$ cat src/hdl/tccg_pkg.sv
// Shared types and constants of the text console cell grid.
// Request and response payload structs, opcodes, character codes, control structs.
// No dependencies.
package tccg_pkg;

	// Opcodes of a request
	localparam logic [1:0] OP_PUT   = 2'd0;
	localparam logic [1:0] OP_READ  = 2'd1;
	localparam logic [1:0] OP_CLEAR = 2'd2;

	// Character codes with special meaning
	localparam logic [7:0] CH_SPACE = 8'd32;
	localparam logic [7:0] CH_LF    = 8'd10;
	localparam logic [7:0] CH_CR    = 8'd13;
	localparam logic [7:0] CH_BS    = 8'd8;
	localparam logic [7:0] CH_DEL   = 8'd127;

	// Blank colour after reset
	localparam logic [31:0] RESET_BLANK = 32'h00FF_FFFF;

	typedef struct packed {
		logic [1:0]  op;
		logic [7:0]  char_code;
		logic [31:0] char_colour;
		logic [4:0]  read_row;
		logic [5:0]  read_col;
	} tccg_req_t;

	typedef struct packed {
		logic [7:0]  cell_char;
		logic [31:0] cell_colour;
		logic [4:0]  cursor_row;
		logic [5:0]  cursor_col;
	} tccg_rsp_t;

	// Write enables of the character and colour memories
	typedef struct packed {
		logic char_we;
		logic colour_we;
	} tccg_wr_en_t;

	// Response register control: load it, and take the cell from memory read data
	typedef struct packed {
		logic load;
		logic from_ram;
	} tccg_res_ctl_t;

endpackage

$ cat src/hdl/tccg_ctrl.sv
// Console control: cursor, row ring offset, blank sweeps and memory commands.
// Depends on tccg_pkg.
module tccg_ctrl import tccg_pkg::*; #(
	parameter int ROWS = 32,
	parameter int COLS = 64,
	localparam int RW = $clog2(ROWS),
	localparam int CW = $clog2(COLS),
	localparam int AW = RW + CW
) (
	input  logic          clk,
	input  logic          arst_n,
	input  logic          accept,
	input  tccg_req_t     req,
	input  logic          cfg_we,
	input  logic [31:0]   cfg_wdata,
	output logic          busy,
	output logic [AW-1:0] raddr,
	output logic [AW-1:0] waddr,
	output logic [7:0]    wchar,
	output logic [31:0]   wcolour,
	output tccg_wr_en_t   wr_en,
	output tccg_rsp_t     res,
	output tccg_res_ctl_t res_ctl
);

	localparam logic [1:0] ST_IDLE  = 2'd0;
	localparam logic [1:0] ST_RD    = 2'd1;
	localparam logic [1:0] ST_SWEEP = 2'd2;

	localparam logic [RW-1:0] ROW_LAST = RW'(ROWS - 1);
	localparam logic [CW-1:0] COL_LAST = CW'(COLS - 1);

	logic [1:0]    state_q;
	logic [RW-1:0] cur_row_q, cur_row_d;
	logic [CW-1:0] cur_col_q, cur_col_d;
	logic [RW-1:0] top_q, top_d;
	logic [RW-1:0] sweep_row_q;
	logic [CW-1:0] sweep_col_q;
	logic          sweep_all_q;
	logic [31:0]   sweep_colour_q;
	logic [31:0]   blank_colour_q;
	logic          rd_ok_q;
	logic          do_scroll, do_clear, nl_evt;
	logic          is_nl, is_bs;
	logic [RW-1:0] cur_phys, rd_phys;
	logic          rd_ok;

	// Map a screen row onto its memory row through the ring offset
	function automatic logic [RW-1:0] phys_row(input logic [RW-1:0] lrow,
			input logic [RW-1:0] top);
		logic [RW:0] sum;
		sum = {1'b0, lrow} + {1'b0, top};
		if (sum >= (RW+1)'(ROWS)) begin
			sum = sum - (RW+1)'(ROWS);
		end
		return sum[RW-1:0];
	endfunction

	assign busy     = (state_q != ST_IDLE);
	assign is_nl    = (req.char_code == CH_LF) || (req.char_code == CH_CR);
	assign is_bs    = (req.char_code == CH_BS) || (req.char_code == CH_DEL);
	assign cur_phys = phys_row(cur_row_q, top_q);
	assign rd_phys  = phys_row(RW'(req.read_row), top_q);
	assign rd_ok    = ({3'b000, req.read_row} < 8'(ROWS)) && ({3'b000, req.read_col} < 9'(COLS));
	assign raddr    = {rd_phys, CW'(req.read_col)};

	// Next cursor and ring offset for an accepted request
	always_comb begin
		cur_row_d = cur_row_q;
		cur_col_d = cur_col_q;
		top_d     = top_q;
		do_scroll = 1'b0;
		do_clear  = 1'b0;
		nl_evt    = 1'b0;
		if (accept) begin
			case (req.op)
				OP_PUT: begin
					if (is_nl) begin
						nl_evt = 1'b1;
					end else if (is_bs) begin
						if (cur_col_q != '0) begin
							cur_col_d = cur_col_q - 1'b1;
						end
					end else if (cur_col_q == COL_LAST) begin
						nl_evt = 1'b1;
					end else begin
						cur_col_d = cur_col_q + 1'b1;
					end
				end
				OP_CLEAR: begin
					cur_row_d = '0;
					cur_col_d = '0;
					top_d     = '0;
					do_clear  = 1'b1;
				end
				default: begin
				end
			endcase
			if (nl_evt) begin
				cur_col_d = '0;
				if (cur_row_q == ROW_LAST) begin
					do_scroll = 1'b1;
					top_d     = (top_q == ROW_LAST) ? '0 : top_q + 1'b1;
				end else begin
					cur_row_d = cur_row_q + 1'b1;
				end
			end
		end
	end

	// Memory write command: blank sweep, or the cell touched by a put
	always_comb begin
		wr_en   = '0;
		waddr   = {cur_phys, cur_col_q};
		wchar   = req.char_code;
		wcolour = req.char_colour;
		if (state_q == ST_SWEEP) begin
			wr_en   = '{char_we: 1'b1, colour_we: 1'b1};
			waddr   = {sweep_row_q, sweep_col_q};
			wchar   = CH_SPACE;
			wcolour = sweep_colour_q;
		end else if (accept && req.op == OP_PUT && !is_nl) begin
			if (is_bs) begin
				waddr         = {cur_phys, cur_col_q - 1'b1};
				wchar         = CH_SPACE;
				wr_en.char_we = (cur_col_q != '0);
			end else begin
				wr_en = '{char_we: 1'b1, colour_we: 1'b1};
			end
		end
	end

	// Response: cursor after the request; cell fields filled from memory on in-range reads
	always_comb begin
		res             = '0;
		res_ctl         = '0;
		if (state_q == ST_RD) begin
			res.cursor_row   = 5'(cur_row_q);
			res.cursor_col   = 6'(cur_col_q);
			res_ctl.load     = 1'b1;
			res_ctl.from_ram = rd_ok_q;
		end else begin
			res.cursor_row = 5'(cur_row_d);
			res.cursor_col = 6'(cur_col_d);
			res_ctl.load   = accept && (req.op != OP_READ);
		end
	end

	// Blank colour register
	always_ff @(posedge clk or negedge arst_n) begin
		if (!arst_n) begin
			blank_colour_q <= RESET_BLANK;
		end else if (cfg_we) begin
			blank_colour_q <= cfg_wdata;
		end
	end

	// Cursor, ring offset and read range flag
	always_ff @(posedge clk or negedge arst_n) begin
		if (!arst_n) begin
			cur_row_q <= '0;
			cur_col_q <= '0;
			top_q     <= '0;
			rd_ok_q   <= 1'b0;
		end else begin
			cur_row_q <= cur_row_d;
			cur_col_q <= cur_col_d;
			top_q     <= top_d;
			if (accept) begin
				rd_ok_q <= rd_ok;
			end
		end
	end

	// Sequencer: idle, read wait, blank sweep (reset starts with a full sweep)
	always_ff @(posedge clk or negedge arst_n) begin
		if (!arst_n) begin
			state_q        <= ST_SWEEP;
			sweep_row_q    <= '0;
			sweep_col_q    <= '0;
			sweep_all_q    <= 1'b1;
			sweep_colour_q <= RESET_BLANK;
		end else begin
			case (state_q)
				ST_IDLE: begin
					if (do_clear) begin
						state_q        <= ST_SWEEP;
						sweep_row_q    <= '0;
						sweep_col_q    <= '0;
						sweep_all_q    <= 1'b1;
						sweep_colour_q <= blank_colour_q;
					end else if (do_scroll) begin
						// old top row becomes the new bottom row
						state_q        <= ST_SWEEP;
						sweep_row_q    <= top_q;
						sweep_col_q    <= '0;
						sweep_all_q    <= 1'b0;
						sweep_colour_q <= blank_colour_q;
					end else if (accept && req.op == OP_READ) begin
						state_q <= ST_RD;
					end
				end
				ST_RD: begin
					state_q <= ST_IDLE;
				end
				ST_SWEEP: begin
					if (sweep_col_q == COL_LAST) begin
						sweep_col_q <= '0;
						if (!sweep_all_q || sweep_row_q == ROW_LAST) begin
							state_q <= ST_IDLE;
						end else begin
							sweep_row_q <= sweep_row_q + 1'b1;
						end
					end else begin
						sweep_col_q <= sweep_col_q + 1'b1;
					end
				end
				default: begin
					state_q <= ST_IDLE;
				end
			endcase
		end
	end

endmodule

$ cat config.mk
export PLATFORM = sky130hd
export DESIGN_NAME = tccg_ctrl
export DESIGN_NICKNAME = d
export VERILOG_FILES = /design/src/hdl/tccg_pkg.sv /design/src/hdl/tccg_ctrl.sv
export SDC_FILE = /design/constraint.sdc
export NUM_CORES = 1
export LEC_CHECK = 0
export BUFFER_PORTS_ARGS = -buffer_cell sky130_fd_sc_hd__buf_2
export CAP_MARGIN = 20
export CORE_ASPECT_RATIO = 1.2
export CORE_MARGIN = 3
export CORE_UTILIZATION = 50
export DETAILED_ROUTE_END_ITERATION = 6
export PLACE_DENSITY = 0.89
export SLEW_MARGIN = 0
export SYNTH_ARGS = -nofsm -noshare
export SYNTH_HDL_FRONTEND = slang
export SYNTH_SLANG_ARGS = --single-unit
$ cat constraint.sdc
create_clock -name clk -period 6.5 [get_ports clk]
set_clock_uncertainty 0.2 [all_clocks]
set_input_delay 1.3 -clock clk [delete_from_list [all_inputs] [get_ports clk]]
set_output_delay 1.3 -clock clk [all_outputs]
set_load 0.01 [all_outputs]
==> results of run 1 <==
==> layer usage <==
layer	share of wire [%]	vias up	global-route usage, %
li1	-	2408	-
met1	41	2364	26.6
met2	51	175	36.1
met3	5.8	21	3.98
met4	1.8	0	6.76
met5	0	-	0
==> area by class of cell <==
cell class,instances,area [um^2]
Multi-Input combinational cell,499,3330
Clock inverter,7,58.8
Timing Repair Buffer,159,831
Fill cell,1021,4680
Inverter,19,71.3
Clock buffer,9,225
Sequential cell,95,2440
Tap cell,157,196
==> Yosys cell counts (5+ instances only) <==
cell type  count  share of area (%)
nand2_1      142                8.6
dfstp_2       50                 21
buf_4         46                5.6
mux2_2        46                8.3
dfrtp_1       45                 18
o21ai_0       31                2.5
mux2_4        26                6.3
nand3_1       26                2.1
clkbuf_1      24                1.4
nor2_1        22                1.3
inv_1         19                1.1
ha_1          18                3.6
a21oi_1       15                1.2
and2_1        14                1.4
nor3_1         8               0.64
xnor2_1        8                1.1
and3_1         7               0.70
xor2_1         7               0.99
a21o_1         6               0.72
nand2b_1       6               0.60
nor2b_1        6               0.60
a31o_2         5               0.70
mux2i_1        5               0.81
o31ai_1        5               0.60
==> through the flow <==
step / hold slack, ns / std cells
floorplan: 0.227 / 693
global placement: 0.242 / 928
detailed placement: 0.266 / 928
CTS: 0.284 / 944
global route: 0.291 / 945
finish: 0.282 / 945
==> final timing paths <==
check | startpoint | endpoint | slack, ns | depth (start not counted)
setup / recovery | req[48] | res[6] | 1.55 | 8
max in group asynchronous | arst_n | sweep_colour_q[23] | 4.54 | 3
hold reg to reg | rd_ok_q | rd_ok_q | 0.28 | 1
setup reg to reg | cur_col_q[0] | sweep_colour_q[5] | 2.90 | 8
min in group asynchronous | arst_n | cur_row_q[0] | 0.58 | 1
hold / removal | rd_ok_q | rd_ok_q | 0.28 | 1
==> cell usage in the layout (no fill, tap or decap), drive strengths merged, types with 7 or more instances in the layout <==
cell	count
xor2	7
dfstp	50
buf	159
clkbuf	9
dfrtp	45
conb	40
inv	24
and3	7
nor3	8
ha	18
o21ai	31
nand2	143
and2	15
mux2	72
a21oi	16
nor2	22
nand3	26
xnor2	8
==> cells by family after synthesis <==
| logic type | count (synthesis) |
|---|---|
| fa+ha+maj | 20 |
| compound gates | 93 |
| other cells | 1 |
| flops | 95 |
| mux | 78 |
| buf+inv | 99 |
| xor+xnor | 15 |
| simple gates | 253 |
==> state kept, by name, indices dropped and copies added, names as in the netlist, 2 cells and up <==
register        flops
cur_row_q           5
sweep_col_q         6
top_q               5
sweep_colour_q     32
cur_col_q           6
sweep_row_q         5
blank_colour_q     32
state_q             2
==> power by group <==
part	switching, W	internal [W]
Sequential	0.000127	0.000818
Clock	0.000242	0.000267
Combinational	0.000535	0.000449
Total	0.000905	0.00153
==> run_results.csv, run 1 <==
group,metric,value,unit
yosys,synth_top_family_by_area,"simple AND/OR/NAND/NOR gates",
clock_network,h-tree-depth,3,
clock_network,cts_made_buffers,9,
timing,setup_tns,0,ns
placement,gp_congestion,0.938,
floorplanning,die_y,128,um
yosys,synth_area,6210,um^2
floorplanning,pin_count,207,
yosys,synth-seq-cells,95,
route,via_per_inst,5.26,
timing,hold_viol_final,0,
cells_and_area,drive_gt1_share,40.0,%
yosys,synth_compound_area_share,10.2,%
yosys,synthSimpleGateAreaFrac,18.7,%
global_route,antenna_found_initial,0,
yosys,muxShareOfSynthArea,15.8,%
placement,dpl.hpwl,10600,um
timing,finalCriticalPeriod,4.95,ns
pwr,leakage,3.56,nW
hold_path,hp-class,"reg2reg",
route,drtIter0Drc,240,
cells_and_area,postLayoutCellArea,7150,um^2
cells_and_area,nNetsFinal,892,
global_route,grt_overflow_total,0,
yosys,synthCells,654,
yosys,synthArstFlopShare,100,%
placement,placed_cell_area,6840,um^2
global_route,grt_pass1_vias,4937,
timing,max_freq,0.202,GHz
timing,finalSetupViolCount,0,
pwr,irDropWorstVdd,0.222,mV
route,wl,14100,um
clock_network,clockBufferDepth,2,
route,dr.pass1.iters,5,
timing,maxSlewViolCount,0,
clock_network,clock_sinks,95,
yosys,ys_seq_area_share,39.3,%
clock_network,cts_hold_buf,0,
yosys,synth-edff-count,0,
route,drc,0,
cells_and_area,utilization,60.4,%
route,ant_nets,0,
clock_network,cts_resized,0,
run,cap_violations,0,
yosys,syn_avg_cell_area,9.50,um^2
floorplanning,start_util,52.5,%
setup_path,critPathArrivalTime,3.45,ns
timing,tightestPinTransition,0.761,ns
status,status,"finished clean",
floorplanning,rows,43,
setup_path,crit_fanout,5,
floorplanning,fp.dieW,108,um
yosys,synthXorXnorAreaFrac,2.11,%
yosys,yosys_warnings,0,
global_route,grt_pass1_wl,23500,um
setup_path,crit_path_frequent_cell,"buf_2",
setup_path,slowest_stage,"or4b_4",
setup_path,start_kind,"input pin",
timing,maxSlewHeadroom,49.3,%
setup_path,path_buf_inv,2,
setup_path,worstPathCellList,"buf_2 > or4b_4 > a211oi_4 > nand2_2 > and2_1 > nor3_1 > mux2_2 > buf_2",
setup_path,crit_family,"simple AND/OR/NAND/NOR gates",
clock_network,clk_pin_slew,0.07,ns
pwr,p_per_area,341,nW/um^2
yosys,ys.flop_type,"dfstp_2",
cells_and_area,antenna_cells,0,
timing,rsz0062_at_grt,"no",
route,detail_route.wl_per_cell,14.9,um
clock_network,tritoncts,"yes",
pwr,power.total,0.00244,W
floorplanning,core-area,11800,um^2
clock_network,cts_setup_buffers,0,
yosys,synth_cell_types,65,
yosys,synth-adder-area-share,4.27,%
placement,place_ws,1.62,ns
global_route,grt_start_max_net_pins,87,
timing,worst_slack,1.55,ns
setup_path,critPathKind,"in2out",
placement,placement.io_buffers,154,
setup_path,endpoint_kind,"primary output",
setup_path,cpPeakStageDelay,0.56,ns
route,vias,4968,
global_route,grtUsageTotal,21.0,%
timing,fin_crit_sh,76.2,%
clock_network,cts_root_buf,"clkbuf_16",
setup_path,crit_required,5.00,ns
clock_network,clk-insertion-delay-late,0.34,ns
floorplanning,dieArea,13800,um^2
cells_and_area,syn_to_final_growth,15.1,%
(Power assumes the default switching activity.)
==> inputs of run 2 (changes only) <==
Settings changed: CORE_UTILIZATION 50 to 47, PLACE_DENSITY 0.89 to 0.88.
Clock period 6.5 ns to 4.5 ns, I/O delays scaled along.
==> run 2 against run 1 <==
  * Worst hold slack worse by 0.016 ns
  * Cell area up 0.59%
  * Non-clock buffer count stayed put
  * Power up 48%
  * First-iteration DRC count down 6.7%
  * Largest cell class unchanged
  * Largest power group unchanged
==> run_results.csv, run 2 (synthesis results as in run 1) <==
group,metric,value,unit
status,status,"finished clean",
setup_path,crit_fanout,5,
setup_path,slowest_stage,"or4b_4",
cells_and_area,drive_gt1_share,40.0,%
cells_and_area,most-common-layout-cells,"buf_2 (153), nand2_1 (142), dfstp_2 (50)",
setup_path,crit_path_frequent_cell,"buf_2",
cells_and_area,layout.area.seq,2440,um^2
timing,hold_slack,0.266,ns
clock_network,tritoncts,"yes",
setup_path,cpPeakStageDelay,0.56,ns
clock_network,clk_pin_slew,0.07,ns
floorplanning,fp.dieW,111,um
global_route,antenna_found_initial,0,
hold_path,hp-class,"reg2reg",
floorplanning,start_util,48.6,%
pwr,leakage,3.57,nW
timing,fin_crit_sh,90.6,%
floorplanning,core-area,12800,um^2
cells_and_area,reg.largest.list,"blank_colour_q x32, sweep_colour_q x32",
clock_network,cts_made_buffers,9,
setup_path,crit_required,3.40,ns
timing,hold_viol_final,0,
timing,finalCriticalPeriod,4.08,ns
cells_and_area,nNetsFinal,892,
global_route,grt_pass1_wl,23000,um
floorplanning,die_y,132,um
timing,finalSetupViolCount,0,
cells_and_area,multi_input_area,3330,um^2
run,cap_violations,0,
setup_path,start_kind,"input pin",
global_route,grt_pass1_vias,4726,
clock_network,clock_sinks,95,
route,detail_route.wl_per_cell,14.8,um
route,wl,14100,um
route,dr.pass1.iters,5,
placement,placement.io_buffers,154,
floorplanning,rows,45,
setup_path,endpoint_kind,"primary output",
cells_and_area,fillCellCount,1109,
timing,rsz0062_at_grt,"no",
setup_path,critPathKind,"in2out",
clock_network,cts_setup_buffers,0,
timing,maxSlewViolCount,0,
global_route,grt_start_max_net_pins,77,
timing,max_freq,0.245,GHz
timing,setup_tns,0,ns
floorplanning,pin_count,207,
global_route,grtUsageTotal,18.9,%
floorplanning,dieArea,14600,um^2
clock_network,cts_root_buf,"clkbuf_16",
route,drtIter0Drc,224,
setup_path,worstPathCellList,"buf_2 > or4b_4 > a211oi_4 > a32oi_1 > o22ai_1 > nand3_1 > a221o_1 > buf_2",
pwr,p_per_area,501,nW/um^2
timing,tightestPinTransition,0.994,ns
clock_network,cts_resized,0,
route,ant_nets,0,
route,drc,0,
clock_network,cts_hold_buf,0,
timing,maxSlewHeadroom,33.7,%
clock_network,h-tree-depth,3,
placement,gp_congestion,0.937,
placement,dpl.hpwl,10500,um
cells_and_area,antenna_cells,0,
route,vias,5010,
clock_network,clk-insertion-delay-late,0.34,ns
setup_path,reg2regPathDepth,8,
route,via_per_inst,5.26,
clock_network,clockBufferDepth,2,
setup_path,critPathArrivalTime,2.98,ns
hold_path,hold_depth,1,
cells_and_area,syn_to_final_growth,15.8,%
cells_and_area,layout_commonest_cell,"buf_2",
pwr,irDropWorstVdd,0.285,mV
global_route,grt_overflow_total,0,
run 2: final cells by class:
class | instances | area share (%)
timing repair buffer | 159 | 11.4
inverter | 19 | 0.991
multi-input combinational | 499 | 46.3
sequential | 95 | 33.9
clock buffer | 9 | 3.13
clock inverter | 7 | 1.39
tap | 164 | 2.85
run 2: where the power goes:
group	internal (W)	switching, W
clock	0.000451	0.000372
sequential	0.00118	0.000187
combinational	0.000648	0.000766
run 2: layer usage:
metal | up-vias | share of wire, % | global-route usage, % | wire length (um)
met1 | 2369 | 42 | 23.2 | 5910
li1 | 2412 | - | - | -
met3 | 24 | 6.2 | 3.44 | 878
met2 | 205 | 50 | 33.3 | 7050
met4 | 0 | 2.0 | 6.43 | 282
met5 | - | 0 | 0 | 0
run 2: worst paths after layout:
path	startpoint	to	slack, ns
min in group asynchronous	arst_n	blank_colour_q[29]	0.50
worst max register to register	cur_col_q[0]	sweep_colour_q[1]	1.09
worst min register to register	rd_ok_q	rd_ok_q	0.27
worst max-delay path	req[48]	res[8]	0.42
max in group asynchronous	arst_n	blank_colour_q[3]	2.68
worst min-delay path	rd_ok_q	rd_ok_q	0.27
run 2: worst max-delay path: cells and delay by family:
family	cells	cell delay (ns)
AO/OA/AOI/OAI	4	1.02
AND/OR/NAND/NOR	2	0.80
buffers and inverters	2	0.26
run 2: stage by stage:
stage	utilization [%]	worst slack, ns	total power, W	cell area, um^2	cells
2_1_floorplan	-	0.861	0.00232	6360	693
3_3_place_gp	53.8	0.473	0.00277	6870	936
3_5_place_dp	53.8	0.425	0.00281	6870	936
4_1_cts	56.3	0.436	0.00364	7200	952
5_1_grt	56.3	0.339	0.00386	7200	952
6_report	56.3	0.425	0.00360	7200	952
==> inputs of run 3 (changes only) <==
Settings changed: CORE_ASPECT_RATIO 1.2 to not set.
==> run 3 against run 2 <==
  * Via count is 0.64% lower
  * Clock power is 1% lower
  * Routed wire length is 2.8% higher
  * Global-route usage is 1.0 points higher
  * Sequential share of layout area hardly changed
  * Clock-buffer cell count is 2 higher
  * Maximum frequency is 2.3% lower
  * Highest routed layer unchanged
  * Utilization is 0.053 points higher
  * Power is 0.20% lower
==> run_results.csv, run 3 (synthesis results as in run 1) <==
group,metric,value,unit
floorplanning,die_y,121,um
floorplanning,fp.dieW,121,um
route,dr.pass1.iters,5,
pwr,power.total,0.00360,W
clock_network,cts_made_buffers,9,
global_route,grt_pass1_vias,4711,
timing,maxSlewHeadroom,45.3,%
setup_path,crit_family,"simple AND/OR/NAND/NOR gates",
cells_and_area,reg.largest.list,"blank_colour_q x32, sweep_colour_q x32",
timing,max_freq,0.240,GHz
route,wl_met1,6260,um
cells_and_area,most-common-layout-cells,"buf_2 (153), nand2_1 (142), dfstp_2 (50)",
pwr,irDropWorstVdd,0.254,mV
setup_path,critPathArrivalTime,3.07,ns
floorplanning,core-area,12800,um^2
cells_and_area,layout_commonest_cell,"buf_2",
clock_network,cts_resized,0,
timing,rsz0062_at_grt,"no",
hold_path,hp-class,"reg2reg",
setup_path,worstPathCellList,"buf_2 > or4b_4 > a211oi_4 > nand2_2 > and2_1 > nor3_1 > a221o_1 > buf_2",
floorplanning,start_util,48.6,%
clock_network,clockBufferDepth,2,
clock_network,cts_setup_buffers,0,
cells_and_area,antenna_cells,0,
route,detail_route.wl_per_cell,15.1,um
setup_path,path_buf_inv,2,
pwr,p_per_area,500,nW/um^2
setup_path,crit_required,3.40,ns
setup_path,crit_fanout,5,
timing,fin_crit_sh,92.7,%
timing,maxSlewViolCount,0,
status,status,"finished clean",
floorplanning,dieArea,14600,um^2
clock_network,clock_sinks,95,
route,via_per_inst,5.19,
setup_path,worstReg2RegStart,"cur_col_q[0]",
global_route,antenna_found_initial,0,
cells_and_area,utilization,56.4,%
cells_and_area,fin_cells,960,
route,wl,14500,um
cells_and_area,nNetsFinal,892,
run,cap_violations,0,
setup_path,slowest_stage,"or4b_4",
clock_network,clk_pin_slew,0.06,ns
setup_path,worstSetupStartpoint,"req[48]",
timing,setup_tns,0,ns
pwr,leakage,3.57,nW
route,ant_nets,0,
clock_network,cts_hold_buf,0,
setup_path,endpoint_kind,"primary output",
global_route,grt_pass1_wl,23600,um
route,dr_wl_met3,802,um
timing,hold_viol_final,0,
setup_path,crit_path_frequent_cell,"buf_2",
timing,finalCriticalPeriod,4.17,ns
placement,placement.io_buffers,154,
global_route,grtUsageTotal,19.9,%
route,drc,0,
floorplanning,rows,41,
setup_path,start_kind,"input pin",
setup_path,cpPeakStageDelay,0.55,ns
route,drtIter0Drc,325,
placement,gp_congestion,0.902,
cells_and_area,drive_gt1_share,39.8,%
floorplanning,pin_count,207,
cells_and_area,syn_to_final_growth,15.9,%
placement,dp_cells,943,
global_route,grt_start_max_net_pins,66,
route,vias,4978,
setup_path,critPathKind,"in2out",
route,top_layer,"met4",
timing,tightestPinTransition,0.821,ns
clock_network,tritoncts,"yes",
route,route.met2.wl,7180,um
clock_network,clk-insertion-delay-late,0.35,ns
clock_network,cts_root_buf,"clkbuf_16",
timing,finalSetupViolCount,0,
placement,dpl.hpwl,10700,um
global_route,grt_overflow_total,0,
clock_network,h-tree-depth,3,
hold_path,hp-start,"rd_ok_q",
run 3: changes by cell type in the layout (fill, tap and decap cells not counted), sizes merged:
| cell | before | now |
|---|---|---|
| clkbuf | 9 | 11 |
| inv | 23 | 21 |
run 3: routing by layer:
layer	up-vias	global-route usage, %
li1	2421	-
met1	2370	26.7
met2	163	32.8
met3	24	3.73
met4	0	6.16
met5	-	0
run 3: stage by stage:
step / hold WS [ns] / area, um^2 / setup WS, ns
after CTS: 0.269 / 7180 / 0.359
after global placement: 0.243 / 6860 / 0.465
after floorplan: 0.227 / 6360 / 0.861
final: 0.264 / 7200 / 0.330
after detailed placement: 0.251 / 6860 / 0.363
after global routing: 0.301 / 7200 / 0.147
run 3: final cells by class:
class | instances | area [um^2]
Fill cell | 1133 | 5570
Multi-Input combinational cell | 499 | 3330
Sequential cell | 95 | 2440
Timing Repair Buffer | 159 | 823
Clock buffer | 11 | 254
Tap cell | 172 | 215
Inverter | 19 | 71.3
Clock inverter | 5 | 63.8
run 3: final timing paths:
kind	slack, ns	to	cells after the start
worst max-delay path	0.33	res[9]	8
worst min-delay path	0.26	rd_ok_q	1
worst max register to register	1.33	sweep_colour_q[1]	8
worst min register to register	0.26	rd_ok_q	1
max in group asynchronous	2.72	blank_colour_q[2]	2
min in group asynchronous	0.45	blank_colour_q[26]	1
run 3: report_power, final:
group / internal [W] / switching, W
clock: 0.000471 / 0.000340
sequential: 0.00118 / 0.000185
combinational: 0.000659 / 0.000762
total: 0.00231 / 0.00129
run 3: worst reg2reg max path: cells and delay by family, from the launching register on:
kind,cells,cell delay (ns)
buf+inv,1,0.37
flops,1,0.54
fa+ha+maj,1,0.28
mux,1,0.40
compound gates,2,0.63
simple gates,3,0.69
